<file path="src/hdl/dns_reply_log_line_parser_unit_macros.svh">
// assertion macros shared by the rtl
`ifndef DNS_REPLY_LOG_LINE_PARSER_UNIT_MACROS_SVH
`define DNS_REPLY_LOG_LINE_PARSER_UNIT_MACROS_SVH

// antecedent implies consequent in the same cycle
`define DRLP_ASSERT_SAME(label, ante, cons, msg) \
    label: assert property (@(posedge clk) disable iff (!rst_n) (ante) |-> (cons)) \
        else $error(msg);

// antecedent implies consequent in the next cycle
`define DRLP_ASSERT_NEXT(label, ante, cons, msg) \
    label: assert property (@(posedge clk) disable iff (!rst_n) (ante) |=> (cons)) \
        else $error(msg);

`endif

</file>
<file path="src/hdl/drlp_pkg.sv">
`default_nettype none

package drlp_pkg;

    // longest domain that is emitted
    localparam int DOMAIN_MAX = 64;

    // domain store geometry
    localparam int STORE_DEPTH = 64;
    localparam int STORE_AW    = $clog2(STORE_DEPTH);

    // parse phases
    localparam logic [2:0] PH_SEARCH  = 3'd0;
    localparam logic [2:0] PH_GAP_DOM = 3'd1;
    localparam logic [2:0] PH_DOMAIN  = 3'd2;
    localparam logic [2:0] PH_GAP_IS  = 3'd3;
    localparam logic [2:0] PH_IS      = 3'd4;
    localparam logic [2:0] PH_GAP_VAL = 3'd5;
    localparam logic [2:0] PH_VALUE   = 3'd6;
    localparam logic [2:0] PH_DONE    = 3'd7;

    // keyword lengths
    localparam logic [2:0] KW_REPLY_LEN = 3'd5;
    localparam logic [2:0] KW_IS_LEN    = 3'd2;

    // character codes
    localparam logic [7:0] CH_SPACE = 8'h20;
    localparam logic [7:0] CH_TAB   = 8'h09;
    localparam logic [7:0] CH_CR    = 8'h0D;
    localparam logic [7:0] CH_LF    = 8'h0A;
    localparam logic [7:0] CH_DOT   = 8'h2E;
    localparam logic [7:0] CH_ZERO  = 8'h30;
    localparam logic [7:0] CH_NINE  = 8'h39;
    localparam logic [7:0] CH_UP_A  = 8'h41;
    localparam logic [7:0] CH_UP_Z  = 8'h5A;
    localparam logic [7:0] CASE_OFS = 8'h20;

    localparam logic [9:0] OCTET_MAX = 10'd255;

    // letter of "reply" at a position
    function automatic logic [7:0] kw_reply_char(input logic [2:0] pos);
        logic [7:0] ch;
        case (pos)
            3'd0:    ch = 8'h72;
            3'd1:    ch = 8'h65;
            3'd2:    ch = 8'h70;
            3'd3:    ch = 8'h6C;
            3'd4:    ch = 8'h79;
            default: ch = 8'h00;
        endcase
        return ch;
    endfunction

    // letter of "is" at a position
    function automatic logic [7:0] kw_is_char(input logic [2:0] pos);
        logic [7:0] ch;
        case (pos)
            3'd0:    ch = 8'h69;
            3'd1:    ch = 8'h73;
            default: ch = 8'h00;
        endcase
        return ch;
    endfunction

endpackage

`default_nettype wire

</file>
<file path="src/hdl/dns_reply_log_line_parser_unit.sv">
// timing: a line byte is handled in the cycle it is accepted; after the final byte of a line is taken
//   its first result passes the domain memory read register into the output register, a rejected
//   line's beat is loaded there directly, and the rest follow one per cycle unless stalled
// throughput: one byte per cycle while parsing; after the final byte char_stall is high
//   until the last result of the line is loaded into the output register, also while result_stall holds it
// reset: parser and emitter return to idle; the domain memory is not cleared
`default_nettype none

module dns_reply_log_line_parser_unit
(
    input  wire logic        clk,
    input  wire logic        rst_n,
    input  wire logic        char_valid,
    output logic             char_stall,
    input  wire logic [7:0]  char_byte,
    input  wire logic        end_of_line,
    output logic             result_valid,
    input  wire logic        result_stall,
    output logic             valid_res,
    output logic [7:0]       domain_char,
    output logic [31:0]      ipv4_address,
    output logic             last
);
    import drlp_pkg::*;

    `include "dns_reply_log_line_parser_unit_macros.svh"

    // top state codes
    localparam logic ST_PARSE = 1'b0;
    localparam logic ST_EMIT  = 1'b1;

    logic state_reg, state_next;

    // parser state
    logic [2:0]  phase_reg, phase_next;
    logic [2:0]  kw_count_reg, kw_count_next;
    logic        word_start_reg, word_start_next;
    logic [6:0]  dom_len_reg, dom_len_next;
    logic        dom_dot_reg, dom_dot_next;
    logic [9:0]  oct_val_reg, oct_val_next;
    logic [1:0]  oct_dig_reg, oct_dig_next;
    logic [2:0]  oct_cnt_reg, oct_cnt_next;
    logic [31:0] addr_reg, addr_next;
    logic        rej_reg, rej_next;

    // emitter state
    logic [6:0]  emit_len_reg, emit_len_next;
    logic [6:0]  emit_idx_reg, emit_idx_next;
    logic        emit_rej_reg, emit_rej_next;
    logic [31:0] emit_addr_reg, emit_addr_next;
    logic        rd_pend_reg, rd_pend_next;
    logic        rd_last_reg, rd_last_next;

    // output register
    logic        res_valid_reg, res_valid_next;
    logic        res_ok_reg, res_ok_next;
    logic [7:0]  res_char_reg, res_char_next;
    logic [31:0] res_addr_reg, res_addr_next;
    logic        res_last_reg, res_last_next;

    // domain memory
    logic [7:0]          domain_mem [STORE_DEPTH];
    logic [7:0]          mem_rd_data_reg;
    logic                wr_en;
    logic [STORE_AW-1:0] wr_addr;
    logic [7:0]          wr_data;
    logic                rd_en;
    logic [STORE_AW-1:0] rd_addr;

    logic byte_acc;
    logic out_free;
    logic load_out;
    logic issue;

    assign char_stall   = (state_reg != ST_PARSE);
    assign byte_acc     = char_valid && !char_stall;
    assign out_free     = !res_valid_reg || !result_stall;
    assign result_valid = res_valid_reg;
    assign valid_res    = res_ok_reg;
    assign domain_char  = res_char_reg;
    assign ipv4_address = res_addr_reg;
    assign last         = res_last_reg;

    // line parser: handle one byte, then close the line on cr, lf or final byte
    always_comb
    begin
        logic [2:0]  ph;
        logic [2:0]  kc;
        logic        ws;
        logic [6:0]  dl;
        logic        dd;
        logic [9:0]  ov;
        logic [1:0]  od;
        logic [2:0]  oc;
        logic [31:0] ac;
        logic        rj;
        logic        sp;
        logic        crlf;
        logic        is_digit;
        logic        dom_b;
        logic        val_b;
        logic        kw_b;
        logic        kw_reply;
        logic [7:0]  kw_ch;
        logic [2:0]  kw_len;
        logic [7:0]  c;
        logic [6:0]  eff;

        ph = phase_reg;
        kc = kw_count_reg;
        ws = word_start_reg;
        dl = dom_len_reg;
        dd = dom_dot_reg;
        ov = oct_val_reg;
        od = oct_dig_reg;
        oc = oct_cnt_reg;
        ac = addr_reg;
        rj = rej_reg;
        c  = char_byte;
        sp = (c == CH_SPACE) || (c == CH_TAB);
        crlf = (c == CH_CR) || (c == CH_LF);
        is_digit = c inside {[CH_ZERO:CH_NINE]};
        dom_b = 1'b0;
        val_b = 1'b0;
        kw_b = 1'b0;
        kw_reply = 1'b0;
        kw_ch = 8'd0;
        kw_len = KW_REPLY_LEN;
        wr_en = 1'b0;
        wr_addr = dl[STORE_AW-1:0];
        wr_data = (c inside {[CH_UP_A:CH_UP_Z]}) ? c + CASE_OFS : c;

        // phase step for an ordinary byte
        if (!crlf && ph != PH_DONE)
        begin
            case (ph)
                PH_SEARCH:
                begin
                    if (sp)
                    begin
                        if (ws && kc == KW_REPLY_LEN)
                        begin
                            ph = PH_GAP_DOM;
                        end
                        else
                        begin
                            ws = 1'b1;
                            kc = 3'd0;
                        end
                    end
                    else
                    begin
                        kw_b = 1'b1;
                        kw_reply = 1'b1;
                    end
                end
                PH_GAP_DOM:
                begin
                    if (!sp)
                    begin
                        ph = PH_DOMAIN;
                        dom_b = 1'b1;
                    end
                end
                PH_DOMAIN:
                begin
                    if (sp)
                    begin
                        ph = PH_GAP_IS;
                    end
                    else
                    begin
                        dom_b = 1'b1;
                    end
                end
                PH_GAP_IS:
                begin
                    if (!sp)
                    begin
                        ph = PH_IS;
                        ws = 1'b1;
                        kc = 3'd0;
                        kw_b = 1'b1;
                    end
                end
                PH_IS:
                begin
                    if (sp)
                    begin
                        if (ws && kc == KW_IS_LEN)
                        begin
                            ph = PH_GAP_VAL;
                        end
                        else
                        begin
                            rj = 1'b1;
                            ph = PH_DONE;
                        end
                    end
                    else
                    begin
                        kw_b = 1'b1;
                    end
                end
                PH_GAP_VAL:
                begin
                    if (!sp)
                    begin
                        ph = PH_VALUE;
                        val_b = 1'b1;
                    end
                end
                PH_VALUE:
                begin
                    if (sp)
                    begin
                        // end of value token
                        if (od == 2'd0 || ov > OCTET_MAX)
                        begin
                            rj = 1'b1;
                        end
                        else
                        begin
                            ac = {ac[23:0], ov[7:0]};
                            oc = oc + 3'd1;
                            od = 2'd0;
                            ov = 10'd0;
                            if (oc != 3'd4)
                            begin
                                rj = 1'b1;
                            end
                        end
                        ph = PH_DONE;
                    end
                    else
                    begin
                        val_b = 1'b1;
                    end
                end
                default:
                begin
                end
            endcase

            // keyword letter match
            if (kw_b)
            begin
                kw_ch  = kw_reply ? kw_reply_char(kc) : kw_is_char(kc);
                kw_len = kw_reply ? KW_REPLY_LEN : KW_IS_LEN;
                if (ws && kc < kw_len && c == kw_ch)
                begin
                    kc = kc + 3'd1;
                end
                else
                begin
                    ws = 1'b0;
                end
            end

            // domain byte into the store
            if (dom_b)
            begin
                if (dl > 7'(DOMAIN_MAX))
                begin
                    rj = 1'b1;
                    ph = PH_DONE;
                end
                else
                begin
                    wr_en = (dl < 7'(DOMAIN_MAX));
                    dl = dl + 7'd1;
                    dd = (c == CH_DOT);
                end
            end

            // value byte
            if (val_b)
            begin
                if (is_digit)
                begin
                    if (od == 2'd3)
                    begin
                        rj = 1'b1;
                        ph = PH_DONE;
                    end
                    else
                    begin
                        ov = (ov << 3) + (ov << 1) + {2'b00, c - CH_ZERO};
                        od = od + 2'd1;
                    end
                end
                else if (c == CH_DOT)
                begin
                    if (od == 2'd0 || ov > OCTET_MAX)
                    begin
                        rj = 1'b1;
                        ph = PH_DONE;
                    end
                    else
                    begin
                        ac = {ac[23:0], ov[7:0]};
                        oc = oc + 3'd1;
                        od = 2'd0;
                        ov = 10'd0;
                        if (oc >= 3'd4)
                        begin
                            rj = 1'b1;
                            ph = PH_DONE;
                        end
                    end
                end
                else
                begin
                    rj = 1'b1;
                    ph = PH_DONE;
                end
            end
        end

        // close the line
        if (crlf || end_of_line)
        begin
            if (ph == PH_VALUE)
            begin
                if (od == 2'd0 || ov > OCTET_MAX)
                begin
                    rj = 1'b1;
                end
                else
                begin
                    ac = {ac[23:0], ov[7:0]};
                    oc = oc + 3'd1;
                    od = 2'd0;
                    ov = 10'd0;
                    if (oc != 3'd4)
                    begin
                        rj = 1'b1;
                    end
                end
                ph = PH_DONE;
            end
            else if (ph != PH_DONE)
            begin
                rj = 1'b1;
                ph = PH_DONE;
            end
        end

        phase_next      = ph;
        kw_count_next   = kc;
        word_start_next = ws;
        dom_len_next    = dl;
        dom_dot_next    = dd;
        oct_val_next    = ov;
        oct_dig_next    = od;
        oct_cnt_next    = oc;
        addr_next       = ac;
        rej_next        = rj;

        // emission setup for the final byte
        eff = (dl != 7'd0 && dd) ? dl - 7'd1 : dl;
        emit_len_next  = eff;
        emit_rej_next  = rj || (eff == 7'd0) || (eff > 7'(DOMAIN_MAX));
        emit_addr_next = ac;

        if (!byte_acc)
        begin
            wr_en = 1'b0;
        end
    end

    // emitter: prefetch one entry ahead of the output register
    always_comb
    begin
        state_next     = state_reg;
        emit_idx_next  = emit_idx_reg;
        rd_pend_next   = rd_pend_reg;
        rd_last_next   = rd_last_reg;
        res_valid_next = res_valid_reg && result_stall;
        res_ok_next    = res_ok_reg;
        res_char_next  = res_char_reg;
        res_addr_next  = res_addr_reg;
        res_last_next  = res_last_reg;
        load_out       = 1'b0;
        issue          = 1'b0;
        rd_en          = 1'b0;
        rd_addr        = emit_idx_reg[STORE_AW-1:0];

        if (state_reg == ST_PARSE)
        begin
            if (byte_acc && end_of_line)
            begin
                state_next    = ST_EMIT;
                emit_idx_next = 7'd0;
                rd_pend_next  = 1'b0;
            end
        end
        else if (emit_rej_reg)
        begin
            // single rejection beat
            if (out_free)
            begin
                res_valid_next = 1'b1;
                res_ok_next    = 1'b0;
                res_char_next  = 8'd0;
                res_addr_next  = 32'd0;
                res_last_next  = 1'b1;
                state_next     = ST_PARSE;
            end
        end
        else
        begin
            load_out = rd_pend_reg && out_free;
            issue    = (emit_idx_reg < emit_len_reg) && (!rd_pend_reg || load_out);
            if (load_out)
            begin
                res_valid_next = 1'b1;
                res_ok_next    = 1'b1;
                res_char_next  = mem_rd_data_reg;
                res_addr_next  = emit_addr_reg;
                res_last_next  = rd_last_reg;
                rd_pend_next   = 1'b0;
                if (rd_last_reg)
                begin
                    state_next = ST_PARSE;
                end
            end
            if (issue)
            begin
                rd_en         = 1'b1;
                emit_idx_next = emit_idx_reg + 7'd1;
                rd_last_next  = (emit_idx_reg + 7'd1 == emit_len_reg);
                rd_pend_next  = 1'b1;
            end
        end
    end

    // control registers
    always_ff @(posedge clk or negedge rst_n)
    begin
        if (!rst_n)
        begin
            state_reg      <= ST_PARSE;
            phase_reg      <= PH_SEARCH;
            kw_count_reg   <= 3'd0;
            word_start_reg <= 1'b1;
            dom_len_reg    <= 7'd0;
            dom_dot_reg    <= 1'b0;
            oct_val_reg    <= 10'd0;
            oct_dig_reg    <= 2'd0;
            oct_cnt_reg    <= 3'd0;
            addr_reg       <= 32'd0;
            rej_reg        <= 1'b0;
            emit_idx_reg   <= 7'd0;
            rd_pend_reg    <= 1'b0;
            rd_last_reg    <= 1'b0;
            res_valid_reg  <= 1'b0;
        end
        else
        begin
            state_reg     <= state_next;
            emit_idx_reg  <= emit_idx_next;
            rd_pend_reg   <= rd_pend_next;
            rd_last_reg   <= rd_last_next;
            res_valid_reg <= res_valid_next;
            if (byte_acc)
            begin
                if (end_of_line)
                begin
                    // back to a fresh line
                    phase_reg      <= PH_SEARCH;
                    kw_count_reg   <= 3'd0;
                    word_start_reg <= 1'b1;
                    dom_len_reg    <= 7'd0;
                    dom_dot_reg    <= 1'b0;
                    oct_val_reg    <= 10'd0;
                    oct_dig_reg    <= 2'd0;
                    oct_cnt_reg    <= 3'd0;
                    addr_reg       <= 32'd0;
                    rej_reg        <= 1'b0;
                end
                else
                begin
                    phase_reg      <= phase_next;
                    kw_count_reg   <= kw_count_next;
                    word_start_reg <= word_start_next;
                    dom_len_reg    <= dom_len_next;
                    dom_dot_reg    <= dom_dot_next;
                    oct_val_reg    <= oct_val_next;
                    oct_dig_reg    <= oct_dig_next;
                    oct_cnt_reg    <= oct_cnt_next;
                    addr_reg       <= addr_next;
                    rej_reg        <= rej_next;
                end
            end
        end
    end

    // payload registers
    always_ff @(posedge clk)
    begin
        if (byte_acc && end_of_line)
        begin
            emit_len_reg  <= emit_len_next;
            emit_rej_reg  <= emit_rej_next;
            emit_addr_reg <= emit_addr_next;
        end
        res_ok_reg   <= res_ok_next;
        res_char_reg <= res_char_next;
        res_addr_reg <= res_addr_next;
        res_last_reg <= res_last_next;
    end

    // domain memory, writes while parsing and reads while emitting
    always_ff @(posedge clk)
    begin
        if (wr_en)
        begin
            domain_mem[wr_addr] <= wr_data;
        end
        if (rd_en)
        begin
            mem_rd_data_reg <= domain_mem[rd_addr];
        end
    end

    // checks
    `DRLP_ASSERT_SAME(a_no_write_in_emit, state_reg == ST_EMIT, !wr_en, "memory written during emission")
    `DRLP_ASSERT_SAME(a_no_read_in_parse, state_reg == ST_PARSE, !rd_en, "memory read while parsing")
    `DRLP_ASSERT_NEXT(a_eol_enters_emit, byte_acc && end_of_line, state_reg == ST_EMIT, "final byte did not start emission")
    `DRLP_ASSERT_SAME(a_reject_beat, result_valid && !valid_res, last && domain_char == 8'd0 && ipv4_address == 32'd0, "malformed rejection beat")
    `DRLP_ASSERT_SAME(a_idx_bound, state_reg == ST_EMIT && !emit_rej_reg, emit_idx_reg <= emit_len_reg, "emission index past domain length")

endmodule

`default_nettype wire
</file>
<file path="config.mk">
export PLATFORM = sky130hd
export DESIGN_NAME = dns_reply_log_line_parser_unit
export DESIGN_NICKNAME = d
export VERILOG_FILES = /design/src/hdl/drlp_pkg.sv /design/src/hdl/dns_reply_log_line_parser_unit.sv
export VERILOG_INCLUDE_DIRS = /design/src /design/src/hdl
export SDC_FILE = /design/constraint.sdc
export NUM_CORES = 1
export LEC_CHECK = 0
export ABC_AREA = 1
export ABC_CLOCK_PERIOD_IN_PS = 4200
export BUFFER_PORTS_ARGS = -buffer_cell sky130_fd_sc_hd__buf_2
export CAP_MARGIN = 20
export CORE_MARGIN = 10
export CORE_UTILIZATION = 50
export DETAILED_ROUTE_END_ITERATION = 7
export PLACE_DENSITY = 0.66
export SLEW_MARGIN = 10
export SYNTH_ARGS = -nofsm -noshare
export SYNTH_HDL_FRONTEND = slang
export SYNTH_SLANG_ARGS = --single-unit
</file>
<file path="constraint.sdc">
create_clock -name clk -period 4.2 [get_ports clk]
set_input_delay 0.63 -clock clk [delete_from_list [all_inputs] [get_ports clk]]
set_output_delay 0.63 -clock clk [all_outputs]
set_load 0.02 [all_outputs]
</file>
==> results.py <==
metrics = {
    "synthesis": {
        "yosysTopAreaCell": "edfxtp_1",
        "synth_commonest_cells": "edfxtp_1 (602), nor2_1 (517), o21ai_0 (393), nand2_1 (390), inv_1 (199)",
        "async_flop_share_pct": 10.9,
        "syn-num-nets": 2917,
        "syn-cell-area_sq_um": 30300,
        "yosysMostFrequentCell": "edfxtp_1",
        "ys_seq_area_share_pct": 65.9,
        "synth_cell_types": 47,
        "synth_ff_type": "edfxtp_1",
        "synthCells": 2857,
        "synth.top_cell.area_share_pct": 59.7,
        "ys_top_cells_by_area": "edfxtp_1 (60%), o21ai_0 (6.5%), nor2_1 (6.4%)",
        "ys_warn_count": 0,
        "synth-edff-count": 602,
        "ys_ff_latch": 676,
        "syn-mean-instance-area_sq_um": 10.6,
    },
    "layout": {
        "final_util_pct": 57.6,
        "final_layout_size_suffix_gt1_share_pct": 12.8,
        "regMostFlops": "domain_mem",
        "largest_reg_flops": 512,
        "area_growth_pct": 14.6,
        "final_nets": 3070,
        "fin_cells": 3846,
    },
    "power_and_ir_drop": {
        "swShare_pct": 19.8,
        "power.density_nw_per_um2": 391,
        "p_leak_nw": 13.2,
        "peakVddDrop_v": 0.000258,
        "p_switching_w": 0.00268,
        "combPwrFrac_pct": 1.8,
        "pwr-share-clk_pct": 44.2,
        "pwr-share-seq_pct": 54.0,
        "internal-power_w": 0.0109,
    },
    "placed_design": {
        "numPortBuffers": 56,
        "gp_congestion": 0.936,
        "dp_cells": 3721,
        "dp_hpwl_um": 51200,
    },
    "critical_path": {
        "critical-path-top-delay-family": "simple AND/OR/NAND/NOR gates",
        "crit_chain": "inv_1 > nand3_1 > inv_1 > nand3_4 > buf_4 > nand2_1 > xor2_1 > ha_1 > o21bai_1 > ha_1 > inv_1 > o31ai_1 > a21oi_1 > xor2_1 > nand2_1 > nand2_1 > nand3_2 > nor2_2 > nand2_2 > inv_2 > buf_12 > nand2_1 > nand2_1 > inv_1",
        "reg2reg_to": "emit_addr_reg[24]",
        "critPathCaptureType": "register",
        "worst-path-buf-inv": 7,
        "crit_top_cell": "nand2_1",
        "cp_max_fo": 15,
        "slowest_stage": "dfrtp_1",
        "max_stage_delay_ns": 0.42,
        "crit_required_ns": 4.55,
        "crit_arrival_ns": 4.24,
        "reg2reg_from": "phase_reg[0]",
        "path_class": "reg -> reg",
        "start_kind": "register",
        "r2r_cells": 24,
        "r2r_setup_slack_ns": 0.31,
    },
    "detailed_routing": {
        "vias": 22300,
        "drc": 0,
        "wl_per_cell_um": 20.8,
        "vias_per_cell": 5.80,
        "drt-initial-drc-count": 2356,
        "first_pass_iters": 7,
        "routed_wirelength_um": 80000,
        "drtAntennaViolNets": 0,
    },
    "timing": {
        "setup_viol": 0,
        "final.period_utilization_pct": 92.7,
        "fin_crit_ns": 3.89,
        "fmax_ghz": 0.257,
        "fin_skew_ns": 0.0152,
        "hold_violations": 0,
        "tightestPinTransition_ns": 0.851,
        "final_max_slew_viol_count": 0,
        "setup_tns_ns": 0,
        "rsz0062_at_grt": "no",
        "slew_headroom_pct": 43.3,
    },
    "floorplanning": {
        "die_h_um": 266,
        "io-pin-count": 57,
        "rows": 90,
        "die_x_um": 266,
        "start_util_pct": 50.3,
        "coreArea_sq_um": 60100,
        "dieArea_sq_um": 70800,
    },
    "cts": {
        "tritoncts": "built",
        "clk_path_buf_depth": 3,
        "cts-buffers-inserted": 68,
        "cts.sinks": 676,
        "path_clk_slew_ns": 0.07,
        "cts_root_buf": "clkbuf_16",
        "cts-htree-levels": 3,
        "post_cts_buffers": 0,
        "hold_buffers": 0,
        "clkLatencyLatePin_ns": 0.59,
        "cts_resized": 0,
    },
    "grt": {
        "grt-ovfl-total": 0,
        "grt_pass1_wl_um": 124000,
        "grt_max_degree": 133,
        "grt_pass1_vias": 21600,
        "grt_usage_pct": 22.4,
        "antenna_found_initial": 1,
    },
    "run": {
        "cap_viol_max_count": 0,
    },
    "min_path": {
        "hold_path.class": "in -> async",
    },
    "run_status": {
        "status": "completed",
    },
}
## worst max-delay path by stage
stage / from / endpoint / slack [ns] / cells after the start
2_1_floorplan: char_byte[4] / emit_addr_reg[18] / 0.02 / 26
3_3_place_gp: char_byte[4] / emit_addr_reg[26] / -0.03 / 28
3_5_place_dp: char_byte[4] / emit_addr_reg[27] / -0.16 / 27
4_1_cts: phase_reg[0] / emit_addr_reg[27] / 0.38 / 23
5_1_grt: phase_reg[0] / addr_reg[19] / 0.02 / 25
6_report: phase_reg[0] / emit_addr_reg[24] / 0.31 / 24
## cells in the final DEF, fill, tap and decap left out, types with 3 or more instances in the layout
cell / netlist / final
nand2_2: 10 / 14
clkinv_1: 5 / 19
o21ai_2: 5 / 5
clkbuf_16: 0 / 71
inv_1: 199 / 195
a221oi_1: 3 / 3
inv_2: 10 / 14
nand4_1: 9 / 9
buf_12: 0 / 12
o21ai_0: 393 / 393
nor2_1: 517 / 514
o21a_1: 11 / 11
clkinv_2: 0 / 14
nor2_4: 1 / 3
ha_1: 45 / 44
o32ai_1: 9 / 9
clkbuf_1: 129 / 10
or2_2: 4 / 4
nor3_1: 15 / 15
a22oi_1: 3 / 3
nand3_1: 107 / 107
nor2_2: 7 / 8
o211ai_1: 14 / 14
a21oi_1: 31 / 29
xnor2_1: 9 / 9
o21ai_1: 8 / 8
buf_4: 0 / 165
buf_2: 7 / 55
o22ai_1: 186 / 186
nand2_1: 390 / 386
nand3b_1: 3 / 3
xor2_1: 20 / 19
edfxtp_1: 602 / 602
bufinv_16: 0 / 6
dfrtp_1: 73 / 70
o21bai_1: 4 / 4
## metal layers
| metal | GRT usage (%) | part of all wire (%) | vias to the layer above |
|---|---|---|---|
| li1 | - | - | 10300 |
| met1 | 30.4 | 42 | 10900 |
| met2 | 36.7 | 48 | 920 |
| met3 | 3.02 | 6.8 | 133 |
| met4 | 7.60 | 2.7 | 2 |
| met5 | 0 | 0.013 | - |
## area by class of cell
| type | instances | area, sq um |
|---|---|---|
| sequential | 676 | 19900 |
| timing repair buffer | 232 | 1750 |
| multi-input combinational | 1818 | 8990 |
| inverter | 214 | 808 |
| tap | 782 | 978 |
| fill | 4991 | 25500 |
| antenna | 2 | 5.00 |
| clock inverter | 39 | 340 |
| clock buffer | 83 | 1840 |
## stage by stage
step | total power, W | hold WS [ns] | cell area, sq um | setup slack, ns
floorplan | 0.00754 | 0.334 | 30300 | 0.0155
global placement | 0.00769 | 0.462 | 32500 | -0.0302
detailed placement | 0.00770 | 0.466 | 32500 | -0.161
CTS | 0.0136 | 0.107 | 34600 | 0.383
global route | 0.0139 | 0.149 | 34700 | 0.0201
finish | 0.0135 | 0.112 | 34700 | 0.307
## worst reg2reg max path, stage by stage, from the launching register on
cell      delay (ns)
dfrtp_1         0.42
inv_1           0.13
nand3_1         0.12
inv_1           0.18
nand3_4         0.15
buf_4           0.18
nand2_1         0.11
xor2_1          0.09
ha_1            0.19
o21bai_1        0.15
ha_1            0.32
inv_1           0.09
o31ai_1         0.29
a21oi_1         0.11
xor2_1          0.17
nand2_1         0.07
nand2_1         0.08
nand3_2         0.07
nor2_2          0.14
nand2_2         0.12
inv_2           0.10
buf_12          0.14
nand2_1         0.09
nand2_1         0.09
inv_1           0.04
## cell families after synthesis
logic type	Yosys count	share of synthesized area [%]
multiplexers	1	0.0372
AND/OR/NAND/NOR	1069	14.2
adder cells (fa/ha/maj)	47	1.99
XOR/XNOR	29	0.840
flip-flops	676	65.9
AO/OA/AOI/OAI	672	12.4
buffers and inverters	363	4.63
## power groups by stage
| stage | logic [W] | registers [W] | clock network (W) |
|---|---|---|---|
| after floorplan | 0.0000781 | 0.00746 | 0 |
| after global placement | 0.000235 | 0.00746 | 0 |
| after detailed placement | 0.000244 | 0.00746 | 0 |
| after CTS | 0.000245 | 0.00732 | 0.00606 |
| after global routing | 0.000267 | 0.00731 | 0.00633 |
| final | 0.000244 | 0.00732 | 0.00598 |
Note: power is estimated with default switching activity, not from simulation.
